===== src/hst_pkg.sv =====
// ----------------------------------------------------------------------------
// Heading slew tracker package
// Shared widths, constants, the CORDIC arctangent table and the result type.
// ----------------------------------------------------------------------------
package hst_pkg;

	localparam int CORDIC_STEPS   = 16;
	localparam int ATAN_TABLE_LEN = 24;
	localparam int CORDIC_ITERS   = (CORDIC_STEPS < ATAN_TABLE_LEN) ? CORDIC_STEPS
	                                                                 : ATAN_TABLE_LEN;
	localparam int ITER_W         = $clog2(ATAN_TABLE_LEN);
	localparam int COORD_W        = 16;
	localparam int VEC_W          = 20;
	localparam int ANG_W          = 16;
	localparam int ACC_W          = 32;

	localparam logic [ANG_W-1:0] TURN_STEP_RESET = 16'd1092;
	localparam logic [ANG_W-1:0] HALF_TURN       = 16'h8000;
	localparam logic [ACC_W-1:0] ACC_HALF_TURN   = 32'h8000_0000;
	localparam logic [ACC_W-1:0] ACC_ROUND       = 32'h0000_8000;

	typedef logic signed [COORD_W-1:0] coord_t;
	typedef logic [ANG_W-1:0] angle_t;

	typedef struct packed {
		logic   done;
		angle_t angle;
	} hst_cordic_res_t;

	// atan(2^-i) as a 32-bit binary angle
	function automatic logic [ACC_W-1:0] atan_entry(input logic [ITER_W-1:0] idx);
		logic [ACC_W-1:0] v;
		case (idx)
			5'd0:    v = 32'd536870912;
			5'd1:    v = 32'd316933406;
			5'd2:    v = 32'd167458907;
			5'd3:    v = 32'd85004756;
			5'd4:    v = 32'd42667331;
			5'd5:    v = 32'd21354465;
			5'd6:    v = 32'd10679838;
			5'd7:    v = 32'd5340245;
			5'd8:    v = 32'd2670163;
			5'd9:    v = 32'd1335087;
			5'd10:   v = 32'd667544;
			5'd11:   v = 32'd333772;
			5'd12:   v = 32'd166886;
			5'd13:   v = 32'd83443;
			5'd14:   v = 32'd41722;
			5'd15:   v = 32'd20861;
			5'd16:   v = 32'd10430;
			5'd17:   v = 32'd5215;
			5'd18:   v = 32'd2608;
			5'd19:   v = 32'd1304;
			5'd20:   v = 32'd652;
			5'd21:   v = 32'd326;
			5'd22:   v = 32'd163;
			5'd23:   v = 32'd81;
			default: v = '0;
		endcase
		return v;
	endfunction

endpackage


===== src/hst_cordic.sv =====
// ----------------------------------------------------------------------------
// Heading slew tracker CORDIC
// Vectoring CORDIC, one rotation per cycle, giving atan2(x, z) as a binary angle.
// ----------------------------------------------------------------------------
module hst_cordic import hst_pkg::*; (
	input  logic            clk,
	input  logic            arst_n,
	input  logic            start,
	input  coord_t          dir_x,
	input  coord_t          dir_z,
	output hst_cordic_res_t res
);

	localparam logic [ITER_W-1:0] LAST_ITER = ITER_W'(CORDIC_ITERS - 1);

	logic                    run_q;
	logic                    done_q;
	logic [ITER_W-1:0]       cnt_q;
	logic signed [VEC_W-1:0] x_q;
	logic signed [VEC_W-1:0] z_q;
	logic [ACC_W-1:0]        acc_q;
	logic                    zero_q;

	logic signed [VEC_W-1:0] x_ext;
	logic signed [VEC_W-1:0] z_ext;
	logic signed [VEC_W-1:0] xs;
	logic signed [VEC_W-1:0] zs;
	logic signed [VEC_W-1:0] x_n;
	logic signed [VEC_W-1:0] z_n;
	logic [ACC_W-1:0]        acc_n;
	logic [ACC_W-1:0]        acc_rnd;

	assign x_ext = {{(VEC_W-COORD_W){dir_x[COORD_W-1]}}, dir_x};
	assign z_ext = {{(VEC_W-COORD_W){dir_z[COORD_W-1]}}, dir_z};

	// One micro-rotation; both updates use the values from before the step.
	always_comb begin
		xs = x_q >>> cnt_q;
		zs = z_q >>> cnt_q;
		if (x_q > 0) begin
			z_n   = z_q + xs;
			x_n   = x_q - zs;
			acc_n = acc_q + atan_entry(cnt_q);
		end else begin
			z_n   = z_q - xs;
			x_n   = x_q + zs;
			acc_n = acc_q - atan_entry(cnt_q);
		end
	end

	always_ff @(posedge clk or negedge arst_n) begin
		if (!arst_n) begin
			run_q  <= 1'b0;
			done_q <= 1'b0;
			cnt_q  <= '0;
		end else if (start) begin
			run_q  <= 1'b1;
			done_q <= 1'b0;
			cnt_q  <= '0;
		end else if (run_q) begin
			cnt_q <= cnt_q + 1'b1;
			if (cnt_q == LAST_ITER) begin
				run_q  <= 1'b0;
				done_q <= 1'b1;
			end
		end
	end

	always_ff @(posedge clk) begin
		if (start) begin
			zero_q <= (dir_x == '0) && (dir_z == '0);
			if (dir_z < 0) begin
				x_q   <= -x_ext;
				z_q   <= -z_ext;
				acc_q <= ACC_HALF_TURN;
			end else begin
				x_q   <= x_ext;
				z_q   <= z_ext;
				acc_q <= '0;
			end
		end else if (run_q) begin
			x_q   <= x_n;
			z_q   <= z_n;
			acc_q <= acc_n;
		end
	end

	assign acc_rnd   = acc_q + ACC_ROUND;
	assign res.done  = done_q;
	assign res.angle = zero_q ? '0 : acc_rnd[ACC_W-1:ACC_W-ANG_W];

endmodule


===== config.mk =====
export PLATFORM = sky130hd
export DESIGN_NAME = hst_cordic
export DESIGN_NICKNAME = d
export VERILOG_FILES = /design/src/hst_pkg.sv /design/src/hst_cordic.sv
export SDC_FILE = /design/constraint.sdc
export NUM_CORES = 1
export LEC_CHECK = 0
export ABC_CLOCK_PERIOD_IN_PS = 11950
export BUFFER_PORTS_ARGS = -buffer_cell sky130_fd_sc_hd__buf_2
export CAP_MARGIN = 20
export CORE_UTILIZATION = 45
export CTS_CLUSTER_SIZE = 30
export DETAILED_ROUTE_END_ITERATION = 16
export SLEW_MARGIN = 20
export SYNTH_ARGS = -nofsm -noshare
export SYNTH_HDL_FRONTEND = slang
export SYNTH_SLANG_ARGS = --single-unit

===== constraint.sdc =====
create_clock -name clk -period 11.95 [get_ports clk]
set_input_delay 2.39 -clock clk [delete_from_list [all_inputs] [get_ports clk]]
set_output_delay 2.39 -clock clk [all_outputs]
set_load 0.1 [all_outputs]

* Word level (Yosys, flattened, before mapping) *
Memory sizes are Yosys's and may differ from the RTL's.
Index checks and enable logic that the tools add are counted.

cells by class
  equality and inequality tests = 1
  reductions and logical operators = 6
  shift operators = 2
  muxes and demuxes = 23
  $add $sub $neg = 10
  magnitude comparators = 2

operators with widths
  cell                                                  number
  2-to-1 mux 32 bit                                     6
  2-to-1 mux 20 bit                                     8
  adder 20 bit                                          2
  negator 16 -> 20 bit                                  2
  >>> shifter 20 x 5 -> 20 bit                          2
  subtractor 20 bit                                     2
  adder 32 x 16 -> 32 bit (second input constant)       1
  adder 32 bit                                          1
  zero test 16 bit                                      2
  subtractor 32 bit                                     1
  > comparator 20 x 1 -> 1 bit (second input constant)  1
  < comparator 16 x 1 -> 1 bit (second input constant)  1
  2-to-1 mux 16 bit                                     1
  2-to-1 mux 5 bit                                      2
  2-to-1 mux 1 bit                                      6
  adder 5 x 1 -> 5 bit (second input constant)          1
  == test 5 x 4 -> 1 bit (second input constant)        1
  nonzero test 2 bit                                    2
  AND reduction 2 bit                                   1
  logical AND 1 bit                                     1

storage, ports and cells
  register bits = 80
  output and inout bits = 17
  ROM bits = 1920
  memories kept = 2
  input port bits = 35

memories
  name              words  bits a word  read ports  clocked after memory_dff  wr ports  line           source
  (name not given)  32     30           1           0                         0         hst_pkg.sv:33  case (idx)
  (name not given)  32     30           1           0                         0         hst_pkg.sv:33

* Logic depth before layout (Yosys ltp) *
Gate-level depths: netlist of the first run.

  depth after elaboration = 6
  gate-level depth with buffers = 27
  depth with buffers taken out = 22

* Worst setup path before layout of the first run *
No wires, ideal clock.

  path type = register -> register
  start = register cnt_q[0]
  end = register acc_q[30], data pin
  buffers on the path = 5
  period minus slack after synthesis = 5916 ps
  setup time = 272 ps
  arrival time = 5644 ps
  cell stages (with the launch flop) = 25
  setup slack = 6034 ps
  cells stage by stage = dfrtp_1 buf_6 buf_12 buf_6 buf_2 inv_1 ha_1 buf_1 nor2b_1 a211oi_1 o31ai_1 nand4bb_1 nor4bb_1 a21oi_1 xor2_1 ha_1 a21oi_1 nand2_1 a2111oi_0 and4b_1 a41oi_1 o211ai_1 a31o_2 and3_1 or4_1

between the ends
  word-level cells in the longest chain between the ends = 6

ends and longest elaborated chain
  what                                               line                                source
  from (decl)                                        hst_cordic.sv:18                    logic [ITER_W-1:0] cnt_q;
  from (signal assigned)                             hst_cordic.sv:61                    cnt_q <= cnt_q + 1'b1;
  memory read (32 x 30 bit)                          -
  2-to-1 mux 32 bit                                  hst_cordic.sv:40                    if (x_q > 0) begin
  subtractor 32 bit or adder 32 bit (tied branches)  hst_cordic.sv:47, hst_cordic.sv:43
  2-to-1 mux 32 bit *                                hst_cordic.sv:40
  2-to-1 mux 32 bit *                                hst_cordic.sv:81                    end else if (run_q) begin
  2-to-1 mux 32 bit *                                hst_cordic.sv:70                    if (start) begin
  to (signal assigned)                               hst_cordic.sv:84                    acc_q <= acc_n;
  to (decl)                                          hst_cordic.sv:21                    logic [ACC_W-1:0] acc_q;

Every way passes the cells marked *; elsewhere a longest branch is shown, timed or not. The select of a mux whose other input is x is not followed.
A chain may end at the register's enable or synchronous reset.

* Worst setup path in the final report of the first run *
  start = register cnt_q[3]
  end = register acc_q[30], data pin

Same word-level chain as after synthesis.

==> flow_metrics.py, run 1 <==
metrics = {
    "status": {
        "outcome": "finished clean",
    },
    "floorplan": {
        "start_util_pct": 46.2,
        "die_y_um": 163,
        "io_pins": 52,
        "core_area_um2": 25400,
        "die_w_um": 163,
        "num_rows": 58,
        "die_area_um2": 26700,
    },
    "setup_path": {
        "crit_fanout": 48,
        "cp.required_ns": 12.05,
        "r2r_slack_ns": 5.23,
        "cp-end-kind": "flop",
        "crit_buf_inv": 2,
        "critPathArrivalTime_ns": 6.83,
        "cp_top_family": "compound AO/OA/AOI/OAI gates",
        "rr_endpoint": "acc_q[30]$_SDFFCE_PP0P_",
        "crit_chain": "buf_4 > clkinv_1 > nand2_1 > o22ai_1 > nor4_1 > nor4bb_1 > a21o_1 > xnor2_1 > ha_1 > a21o_1 > a21o_1 > a21oi_1 > o21ai_0 > a41oi_1 > o211ai_1 > a31o_2 > and3_1 > or4_1",
        "worstSetupPathType": "flop to flop",
        "crit_top_cell": "a21o_1",
        "slowest_stage": "clkinv_1",
        "max_stage_delay_ns": 0.65,
        "start_kind": "flop",
        "r2r_cells": 18,
        "r2r_start": "cnt_q[3]$_DFFE_PN0P_",
    },
    "timing": {
        "rsz0062_at_grt": "false",
        "slew_violations": 0,
        "worst_pin_slew_ns": 1.04,
        "fin_ws_ns": 5.23,
        "period_share_pct": 56.3,
        "relSlewSlack_pct": 28.9,
        "max_freq_ghz": 0.149,
        "finalCriticalPeriod_ns": 6.72,
        "setup-tns-final_ns": 0,
        "setup_viol": 0,
        "finalHoldViolations": 0,
        "fin_worst_skew_ns": 0.00916,
    },
    "yosys": {
        "synthDistinctLibCells": 89,
        "avgSynthCellArea_um2": 8.26,
        "synth_nets": 1542,
        "syn_area_um2": 11700,
        "ys_warn_count": 0,
        "synth_top_area_share_pct": 18.7,
        "yosys.area.top_type": "edfxtp_1",
        "ys_seq_area_share_pct": 20.2,
        "synth_top_flop_cell": "edfxtp_1",
        "synth_edf_count": 73,
        "ys_async_sr_fraction_pct": 8.75,
        "ys_ff_latch": 80,
        "synth.top_cells.by_area": "edfxtp_1 19%, ha_1 9.0%, xnor2_1 5.8%, mux4_2 5.4%, nor2_1 5.0%",
        "syn-instance-count": 1420,
    },
    "cts": {
        "cts_setup_buffers": 0,
        "cts_max_level": 3,
        "ctsResizeCount": 0,
        "cts.sinks": 80,
        "cts_made_buffers": 9,
        "cts_tree": "done",
        "clk_latency_ns": 0.36,
        "cts_buffer_depth": 2,
        "hold_buffers": 0,
        "cts.clk_slew.worst_paths_ns": 0.07,
        "cts_root_buffer": "clkbuf_16",
    },
    "finish": {
        "drive_above_1_share_pct": 10.6,
        "diodes": 0,
        "final_cells": 1750,
        "post-route-util_pct": 49.0,
        "num-nets-final": 1537,
        "area_growth_pct": 6.12,
    },
    "power": {
        "p_leak_uw": 0.00506,
        "power_density_nw_per_um2": 341,
        "ir_drop_mv": 0.180,
        "finalPower_uw": 4250,
    },
    "min_path": {
        "hp-start": "done_q$_DFFE_PN0P_",
        "min_path_cells": 2,
        "hold_path_class": "flop to flop",
        "hold_end": "done_q$_DFFE_PN0P_",
    },
    "job": {
        "maxCapViolCount": 0,
    },
    "drt": {
        "drtPass1Iterations": 5,
        "vias_per_cell": 6.28,
        "num_vias": 11000,
        "drt_iter0_markers": 765,
        "ant_nets": 0,
        "wl_per_cell_um": 20.0,
        "drt-total-wl_mm": 35.1,
        "route.detailed.drc": 0,
    },
    "place": {
        "port_buffers": 51,
        "globalplace.congestion": 0.956,
        "pre_cts_ws_ns": 5.37,
        "hpwl_mm": 26.2,
        "dp_cells": 1734,
    },
    "grt": {
        "grt_use_total_pct": 27.1,
        "grt_remaining_overflow": 0,
        "grt_pass1_wl_mm": 56.7,
        "grt_max_degree": 79,
        "antenna_found_initial": 0,
        "first_global_vias": 10600,
    },
}
==> worst min-delay path: cells and delay by family, from the launching register on <==
kind / cells / cell delay, ns
AOI/OAI and AO/OA: 1 / 0.04
DFF: 1 / 0.35
and+or+nand+nor: 1 / 0.08
==> cells by family (layout without fill, tap and decap cells) <==
family / count (synthesis) / count (layout) / share of synthesized area (%)
DFF: 80 / 80 / 20.2
muxes: 85 / 85 / 11.2
and+or+nand+nor: 493 / 493 / 20.9
xor gates and xnor gates: 145 / 145 / 10.8
AOI/OAI and AO/OA: 404 / 404 / 22.5
buffers and inverters: 125 / 125 / 4.77
adders and majority gates: 88 / 88 / 9.56
==> final cells by class <==
type	count	area, um^2
inverters	44	165
flip-flops and latches	80	2370
fillers	2535	13000
clock buffers	11	243
repair buffers	65	360
well taps	330	413
clock inverters	5	81.3
multi-input cells	1215	8800
==> placed cells by master (no fill, tap or decap), types with 12 or more instances in the layout <==
master / Yosys / final
o21ai_0: 89 / 89
xor2_1: 67 / 67
o22ai_1: 12 / 12
a211oi_1: 32 / 32
a21o_1: 26 / 26
or3_1: 19 / 19
mux2i_1: 40 / 40
nand3_1: 31 / 31
ha_1: 84 / 84
a31oi_1: 17 / 17
buf_4: 3 / 14
o21a_1: 13 / 13
edfxtp_1: 73 / 73
nor2b_1: 28 / 28
inv_1: 41 / 41
mux4_2: 28 / 28
a21oi_1: 96 / 96
buf_2: 19 / 51
nor2_1: 157 / 157
o31ai_1: 17 / 17
nor4_1: 13 / 13
o211ai_1: 13 / 13
nand2_1: 110 / 109
and3_1: 14 / 14
nand2b_1: 24 / 24
nor3_1: 30 / 30
xnor2_1: 78 / 78
==> power by group <==
group	internal [uW]	total, uW	switching (uW)
sequential	510	694	184
combinational	1390	3230	1840
clock	189	319	130
total	2090	4250	2160
==> stage by stage <==
stage	instance area, um^2	hold WS, ns
final	12400	0.506
after global routing	12400	0.533
after CTS	12400	0.515
after detailed placement	12100	0.500
after global placement	12100	0.495
after floorplan	11700	0.464
==> sequential cells by signal, summed over array words and instances, names as in the netlist <==
register	flops
x_q	20
run_q	1
z_q	20
zero_q	1
done_q	1
cnt_q	5
acc_q	32
==> cell usage after synthesis (all sizes together), types with 6 or more instances <==
cell,count
nor2,157
nand2,110
a21oi,96
o21ai,93
ha,84
xnor2,78
edfxtp,73
xor2,67
inv,42
clkbuf,41
buf,40
mux2i,40
mux4,34
a211oi,33
nand3,31
nor3,31
nor2b,28
a21o,26
nand2b,24
or3,19
a31oi,17
o31ai,17
nor4,16
and3,14
o211ai,13
o21a,13
o22ai,12
and2,11
mux2,11
nand4,11
or2,10
dfrtp,7
or4,7
a21boi,6
o21bai,6
o41ai,6
==> worst max-delay path by stage <==
stage	startpoint	end	slack, ns	cells past startpoint
floorplan	cnt_q[0]$_DFFE_PN0P_	acc_q[30]$_SDFFCE_PP0P_	6.03	24
global placement	cnt_q[3]$_DFFE_PN0P_	acc_q[30]$_SDFFCE_PP0P_	5.54	18
global route	cnt_q[3]$_DFFE_PN0P_	acc_q[30]$_SDFFCE_PP0P_	4.61	18
finish	cnt_q[3]$_DFFE_PN0P_	acc_q[30]$_SDFFCE_PP0P_	5.23	18
CTS	cnt_q[3]$_DFFE_PN0P_	acc_q[30]$_SDFFCE_PP0P_	5.35	18
detailed placement	cnt_q[3]$_DFFE_PN0P_	acc_q[30]$_SDFFCE_PP0P_	5.37	18
==> metal layers <==
layer	routed length (um)	GRT usage, %	share of wire, %	up-vias
met5	0	0	0	-
met1	15500	34.9	44	5235
met4	1320	11.4	3.8	0
li1	-	-	-	5315
met3	1700	3.43	4.8	85
met2	16600	45.4	47	353
Power figures use the tool's default switching activity.
==> run 2, diff against run 1 <==
--- a/config.mk
+++ b/config.mk
@@ -5,7 +5,7 @@
 export SDC_FILE = /design/constraint.sdc
 export NUM_CORES = 1
 export LEC_CHECK = 0
-export ABC_CLOCK_PERIOD_IN_PS = 11950
+export ABC_CLOCK_PERIOD_IN_PS = 6300
 export BUFFER_PORTS_ARGS = -buffer_cell sky130_fd_sc_hd__buf_2
 export CAP_MARGIN = 20
 export CORE_UTILIZATION = 45
==> constraint.sdc (replaced) <==
create_clock -name clk -period 6.3 [get_ports clk]
set_input_delay 1.26 -clock clk [delete_from_list [all_inputs] [get_ports clk]]
set_output_delay 1.26 -clock clk [all_outputs]
set_load 0.1 [all_outputs]
==> flow_metrics.py, run 2 (synthesis gave the netlist of run 1 again) <==
metrics = {
    "floorplan": {
        "core_area_um2": 25400,
        "die_w_um": 163,
        "io_pins": 52,
        "die_area_um2": 26700,
        "start_util_pct": 46.2,
        "die_y_um": 163,
        "num_rows": 58,
    },
    "setup_path": {
        "crit_buf_inv": 2,
        "r2r_cells": 19,
        "start_kind": "flop",
        "critPathArrivalTime_ns": 6.00,
        "crit_cells": 19,
        "max_stage_delay_ns": 0.52,
        "crit_chain": "clkinvlp_4 > ha_1 > mux4_2 > mux2i_1 > nand4bb_1 > nor4bb_1 > buf_4 > a21oi_1 > xor2_1 > ha_1 > a21oi_1 > nand2_1 > a2111oi_0 > and4b_1 > a41oi_1 > o211ai_1 > a31o_2 > and3_1 > or4_1",
        "cp_top_family": "simple AND/OR/NAND/NOR gates",
        "cp.required_ns": 6.41,
        "slowest_stage": "dfrtp_4",
        "worstSetupPathType": "flop to flop",
        "crit_fanout": 12,
        "cp-end-kind": "flop",
    },
    "timing": {
        "period_share_pct": 93.6,
        "rsz0062_at_grt": "false",
        "finalCriticalPeriod_ns": 5.90,
        "fin_ws_ns": 0.403,
        "setup-tns-final_ns": 0,
        "fin_worst_skew_ns": 0.0136,
        "finalHoldViolations": 0,
        "max_freq_ghz": 0.170,
        "relSlewSlack_pct": 30.7,
        "worst_pin_slew_ns": 1.04,
        "setup_viol": 0,
        "slew_violations": 0,
    },
    "job": {
        "maxCapViolCount": 0,
    },
    "cts": {
        "cts_made_buffers": 9,
        "cts_max_level": 3,
        "cts.sinks": 80,
        "cts_root_buffer": "clkbuf_16",
        "cts_tree": "done",
        "cts.clk_slew.worst_paths_ns": 0.07,
        "cts_buffer_depth": 2,
        "clk_latency_ns": 0.37,
        "cts_setup_buffers": 0,
    },
    "power": {
        "power_density_nw_per_um2": 647,
        "p_leak_uw": 0.00515,
        "ir_drop_mv": 0.327,
    },
    "status": {
        "outcome": "finished clean",
    },
    "place": {
        "pre_cts_ws_ns": 0.424,
        "postPlaceCellArea_um2": 12300,
        "hpwl_mm": 28.7,
        "globalplace.congestion": 0.952,
        "port_buffers": 51,
    },
    "drt": {
        "drt_iter0_markers": 957,
        "route.detailed.drc": 0,
        "ant_nets": 0,
        "wl_per_cell_um": 21.4,
        "drtPass1Iterations": 7,
        "num_vias": 11200,
        "vias_per_cell": 6.34,
        "drt-total-wl_mm": 37.9,
    },
    "finish": {
        "top_register": "acc_q",
        "top_regs": "acc_q (32), x_q (20), z_q (20)",
        "layout_common_cells": "157 x nor2_1, 109 x nand2_1, 96 x a21oi_1",
        "num-nets-final": 1558,
        "diodes": 0,
        "largest_register_ffs": 32,
        "area_growth_pct": 7.40,
        "drive_above_1_share_pct": 11.8,
        "final_common_cell": "nor2_1",
        "fin_area_um2": 12600,
    },
    "grt": {
        "first_global_vias": 10800,
        "grt_pass1_wl_mm": 60.1,
        "grt_max_degree": 73,
        "antenna_found_initial": 0,
        "grt_use_total_pct": 28.9,
        "grt_remaining_overflow": 0,
    },
    "min_path": {
        "hold_path_class": "flop to flop",
        "min_path_cells": 2,
    },
}
run 2: final timing paths:
check | startpoint | endpoint | slack [ns]
setup / recovery | cnt_q[0]$_DFFE_PN0P_ | acc_q[30]$_SDFFCE_PP0P_ | 0.40
hold / removal | done_q$_DFFE_PN0P_ | done_q$_DFFE_PN0P_ | 0.52
setup reg to reg | cnt_q[0]$_DFFE_PN0P_ | acc_q[30]$_SDFFCE_PP0P_ | 0.40
hold reg to reg | done_q$_DFFE_PN0P_ | done_q$_DFFE_PN0P_ | 0.52
max in group asynchronous | arst_n | cnt_q[0]$_DFFE_PN0P_ | 5.40
min in group asynchronous | arst_n | cnt_q[0]$_DFFE_PN0P_ | 0.72
run 2: timing repair:
action	in CTS	in global routing
hold buffers	0	0
gates resized for setup	0	4
endpoints found under the setup margin	0	2
run 2: area by class of cell:
type / count / area [um^2]
Fill cell: 2500 / 12800
Sequential cell: 80 / 2370
Multi-Input combinational cell: 1215 / 8810
Clock buffer: 14 / 265
Timing Repair Buffer: 86 / 547
Inverter: 44 / 169
Tap cell: 330 / 413
Clock inverter: 2 / 15.0
run 2: power by group:
group | internal (uW) | total [uW] | leakage [uW] | switching (uW)
Sequential | 968 | 1340 | 0.000891 | 375
Clock | 294 | 546 | 0.000137 | 252
Combinational | 2670 | 6250 | 0.00412 | 3590
Total | 3930 | 8140 | 0.00515 | 4210
run 2: tightest hold or removal path, delay by kind of cell, from the launching register on:
kind / cells / cell delay, ns
DFF: 1 / 0.35
AOI/OAI and AO/OA: 1 / 0.05
and+or+nand+nor: 1 / 0.08
run 2: routing by layer:
| layer | track usage (%) | wire length, um |
|---|---|---|
| met3 | 3.17 | 1520 |
| met4 | 9.56 | 992 |
| met1 | 36.5 | 16500 |
| met2 | 51.0 | 18900 |
| met5 | 0 | 0 |
run 2: metrics by stage:
step | utilization, % | hold WS (ns) | total power [uW] | cells
finish | 49.6 | 0.525 | 8140 | 1771
global placement | 48.4 | 0.504 | 7420 | 1755
floorplan | - | 0.464 | 6090 | 1420
CTS | 49.5 | 0.539 | 8070 | 1771
global route | 49.6 | 0.552 | 8870 | 1771
detailed placement | 48.4 | 0.525 | 7470 | 1755
==> run 3, diff against run 2 <==
--- a/config.mk
+++ b/config.mk
@@ -8,9 +8,13 @@
 export ABC_CLOCK_PERIOD_IN_PS = 6300
 export BUFFER_PORTS_ARGS = -buffer_cell sky130_fd_sc_hd__buf_2
 export CAP_MARGIN = 20
-export CORE_UTILIZATION = 45
+export CELL_PAD_IN_SITES_DETAIL_PLACEMENT = 1
+export CELL_PAD_IN_SITES_GLOBAL_PLACEMENT = 2
+export CORE_UTILIZATION = 40
 export CTS_CLUSTER_SIZE = 30
 export DETAILED_ROUTE_END_ITERATION = 16
+export GPL_ROUTABILITY_DRIVEN = 0
+export PLACE_DENSITY_LB_ADDON = 0.1
 export SLEW_MARGIN = 20
 export SYNTH_ARGS = -nofsm -noshare
 export SYNTH_HDL_FRONTEND = slang
==> flow_metrics.py, run 3 (synthesis gave the netlist of run 1 again) <==
metrics = {
    "timing": {
        "fin_worst_skew_ns": 0.00786,
        "hold_ws_ns": 0.506,
        "relSlewSlack_pct": 29.4,
        "period_share_pct": 94.2,
        "setup_viol": 0,
        "max_freq_ghz": 0.168,
        "rsz0062_at_grt": "true",
        "slew_violations": 0,
        "worst_pin_slew_ns": 1.06,
        "finalCriticalPeriod_ns": 5.93,
        "finalHoldViolations": 0,
    },
    "setup_path": {
        "r2r_start": "cnt_q[0]$_DFFE_PN0P_",
        "cp-end-kind": "flop",
        "max_stage_delay_ns": 0.59,
        "crit_chain": "inv_1 > ha_1 > inv_1 > mux4_2 > mux2i_1 > nand4bb_1 > nor4bb_1 > buf_4 > a21oi_1 > xor2_1 > ha_1 > a21oi_1 > nand2_1 > a2111oi_0 > and4b_1 > a41oi_1 > o211ai_1 > a31o_2 > and3_1 > or4_1",
        "start_kind": "flop",
        "crit_fanout": 20,
        "worstSetupPathType": "flop to flop",
        "cp-startpoint": "cnt_q[0]$_DFFE_PN0P_",
        "critPathArrivalTime_ns": 6.04,
        "cp.required_ns": 6.40,
        "slowest_stage": "dfrtp_4",
    },
    "finish": {
        "diodes": 0,
        "largest_register_ffs": 32,
        "drive_above_1_share_pct": 12.0,
        "post-route-util_pct": 44.1,
        "area_growth_pct": 8.16,
        "final_cells": 1829,
        "top_register": "acc_q",
        "layout_common_cells": "156 x nor2_1, 109 x nand2_1, 96 x a21oi_1",
        "num-nets-final": 1562,
        "top_regs": "acc_q (32), x_q (20), z_q (20)",
        "final_common_cell": "nor2_1",
    },
    "drt": {
        "drt_iter0_markers": 663,
        "drt-total-wl_mm": 39.2,
        "drtPass1Iterations": 5,
        "route.detailed.drc": 0,
        "num_vias": 11100,
        "wl_per_cell_um": 21.4,
        "vias_per_cell": 6.08,
        "ant_nets": 0,
    },
    "grt": {
        "grt_max_degree": 73,
        "grt_remaining_overflow": 0,
        "grt_pass1_wl_mm": 63.6,
        "antenna_found_initial": 0,
        "first_global_vias": 11500,
        "grt_use_total_pct": 26.6,
    },
    "cts": {
        "cts.clk_slew.worst_paths_ns": 0.07,
        "clk_latency_ns": 0.37,
        "cts_setup_buffers": 0,
        "cts.sinks": 80,
        "cts_max_level": 3,
        "cts_made_buffers": 9,
        "cts_buffer_depth": 2,
        "cts_tree": "done",
        "cts_root_buffer": "clkbuf_16",
    },
    "floorplan": {
        "die_w_um": 173,
        "start_util_pct": 40.7,
        "core_area_um2": 28800,
        "die_area_um2": 30000,
        "num_rows": 62,
        "die_y_um": 173,
        "io_pins": 52,
    },
    "place": {
        "hpwl_mm": 30.1,
        "port_buffers": 51,
        "dp_cells": 1813,
    },
    "power": {
        "power_density_nw_per_um2": 647,
        "p_leak_uw": 0.00519,
        "finalPower_uw": 8200,
        "ir_drop_mv": 0.293,
    },
    "status": {
        "outcome": "finished clean",
    },
    "job": {
        "maxCapViolCount": 0,
    },
    "min_path": {
        "hold_path_class": "flop to flop",
        "hp-start": "done_q$_DFFE_PN0P_",
    },
}
## run 3: path summary, 6_finish.rpt
path                                            to  slack, ns  cells after the start
min reg2reg                     done_q$_DFFE_PN0P_       0.51                      2
max                        acc_q[30]$_SDFFCE_PP0P_       0.37                     20
min in group asynchronous     cnt_q[0]$_DFFE_PN0P_       0.72                      1
max reg2reg                acc_q[30]$_SDFFCE_PP0P_       0.37                     20
min                             done_q$_DFFE_PN0P_       0.51                      2
max in group asynchronous     cnt_q[2]$_DFFE_PN0P_       5.39                      1
## run 3: area by class of cell
cell class | count | area [um^2]
multi-input combinational | 1215 | 8830
sequential | 80 | 2370
fill | 3511 | 16100
clock buffer | 15 | 258
tap | 384 | 480
timing repair buffer | 90 | 573
clock inverter | 1 | 5.00
inverter | 44 | 165
## run 3: metrics by stage
stage | area [um^2] | setup slack, ns | setup TNS, ns
after floorplan | 11700 | 0.384 | 0
after global placement | 12400 | 0.382 | 0
after detailed placement | 12400 | 0.263 | 0
after CTS | 12700 | 0.210 | 0
after global routing | 12700 | -0.0498 | -0.0498
final | 12700 | 0.365 | 0
## run 3: critical path, delay by kind of cell, from the launching register on
family / cells / cell delay (ns)
flops: 1 / 0.59
simple gates: 6 / 1.59
xor+xnor: 1 / 0.17
buf+inv: 3 / 0.50
compound gates: 6 / 1.48
mux: 2 / 0.75
fa+ha+maj: 2 / 0.59
## run 3: timing repair
action                     in CTS  in global routing
setup endpoints to repair       0                  5
hold buffers                    0                  0
resized for setup               0                  5
## run 3: layer usage
metal | GRT usage [%] | up-vias | wire (um)
met5 | 0 | - | 0
met4 | 10.5 | 0 | 1300
met3 | 3.14 | 74 | 1310
met2 | 45.5 | 248 | 18900
met1 | 34.1 | 5439 | 17700
li1 | - | 5368 | -
## run 3: power breakdown
part           internal (uW)  leakage (uW)  switching (uW)  total (uW)
Clock                    279      0.000128             240         519
Sequential               969      0.000891             359        1330
Combinational           2690       0.00417            3670        6360
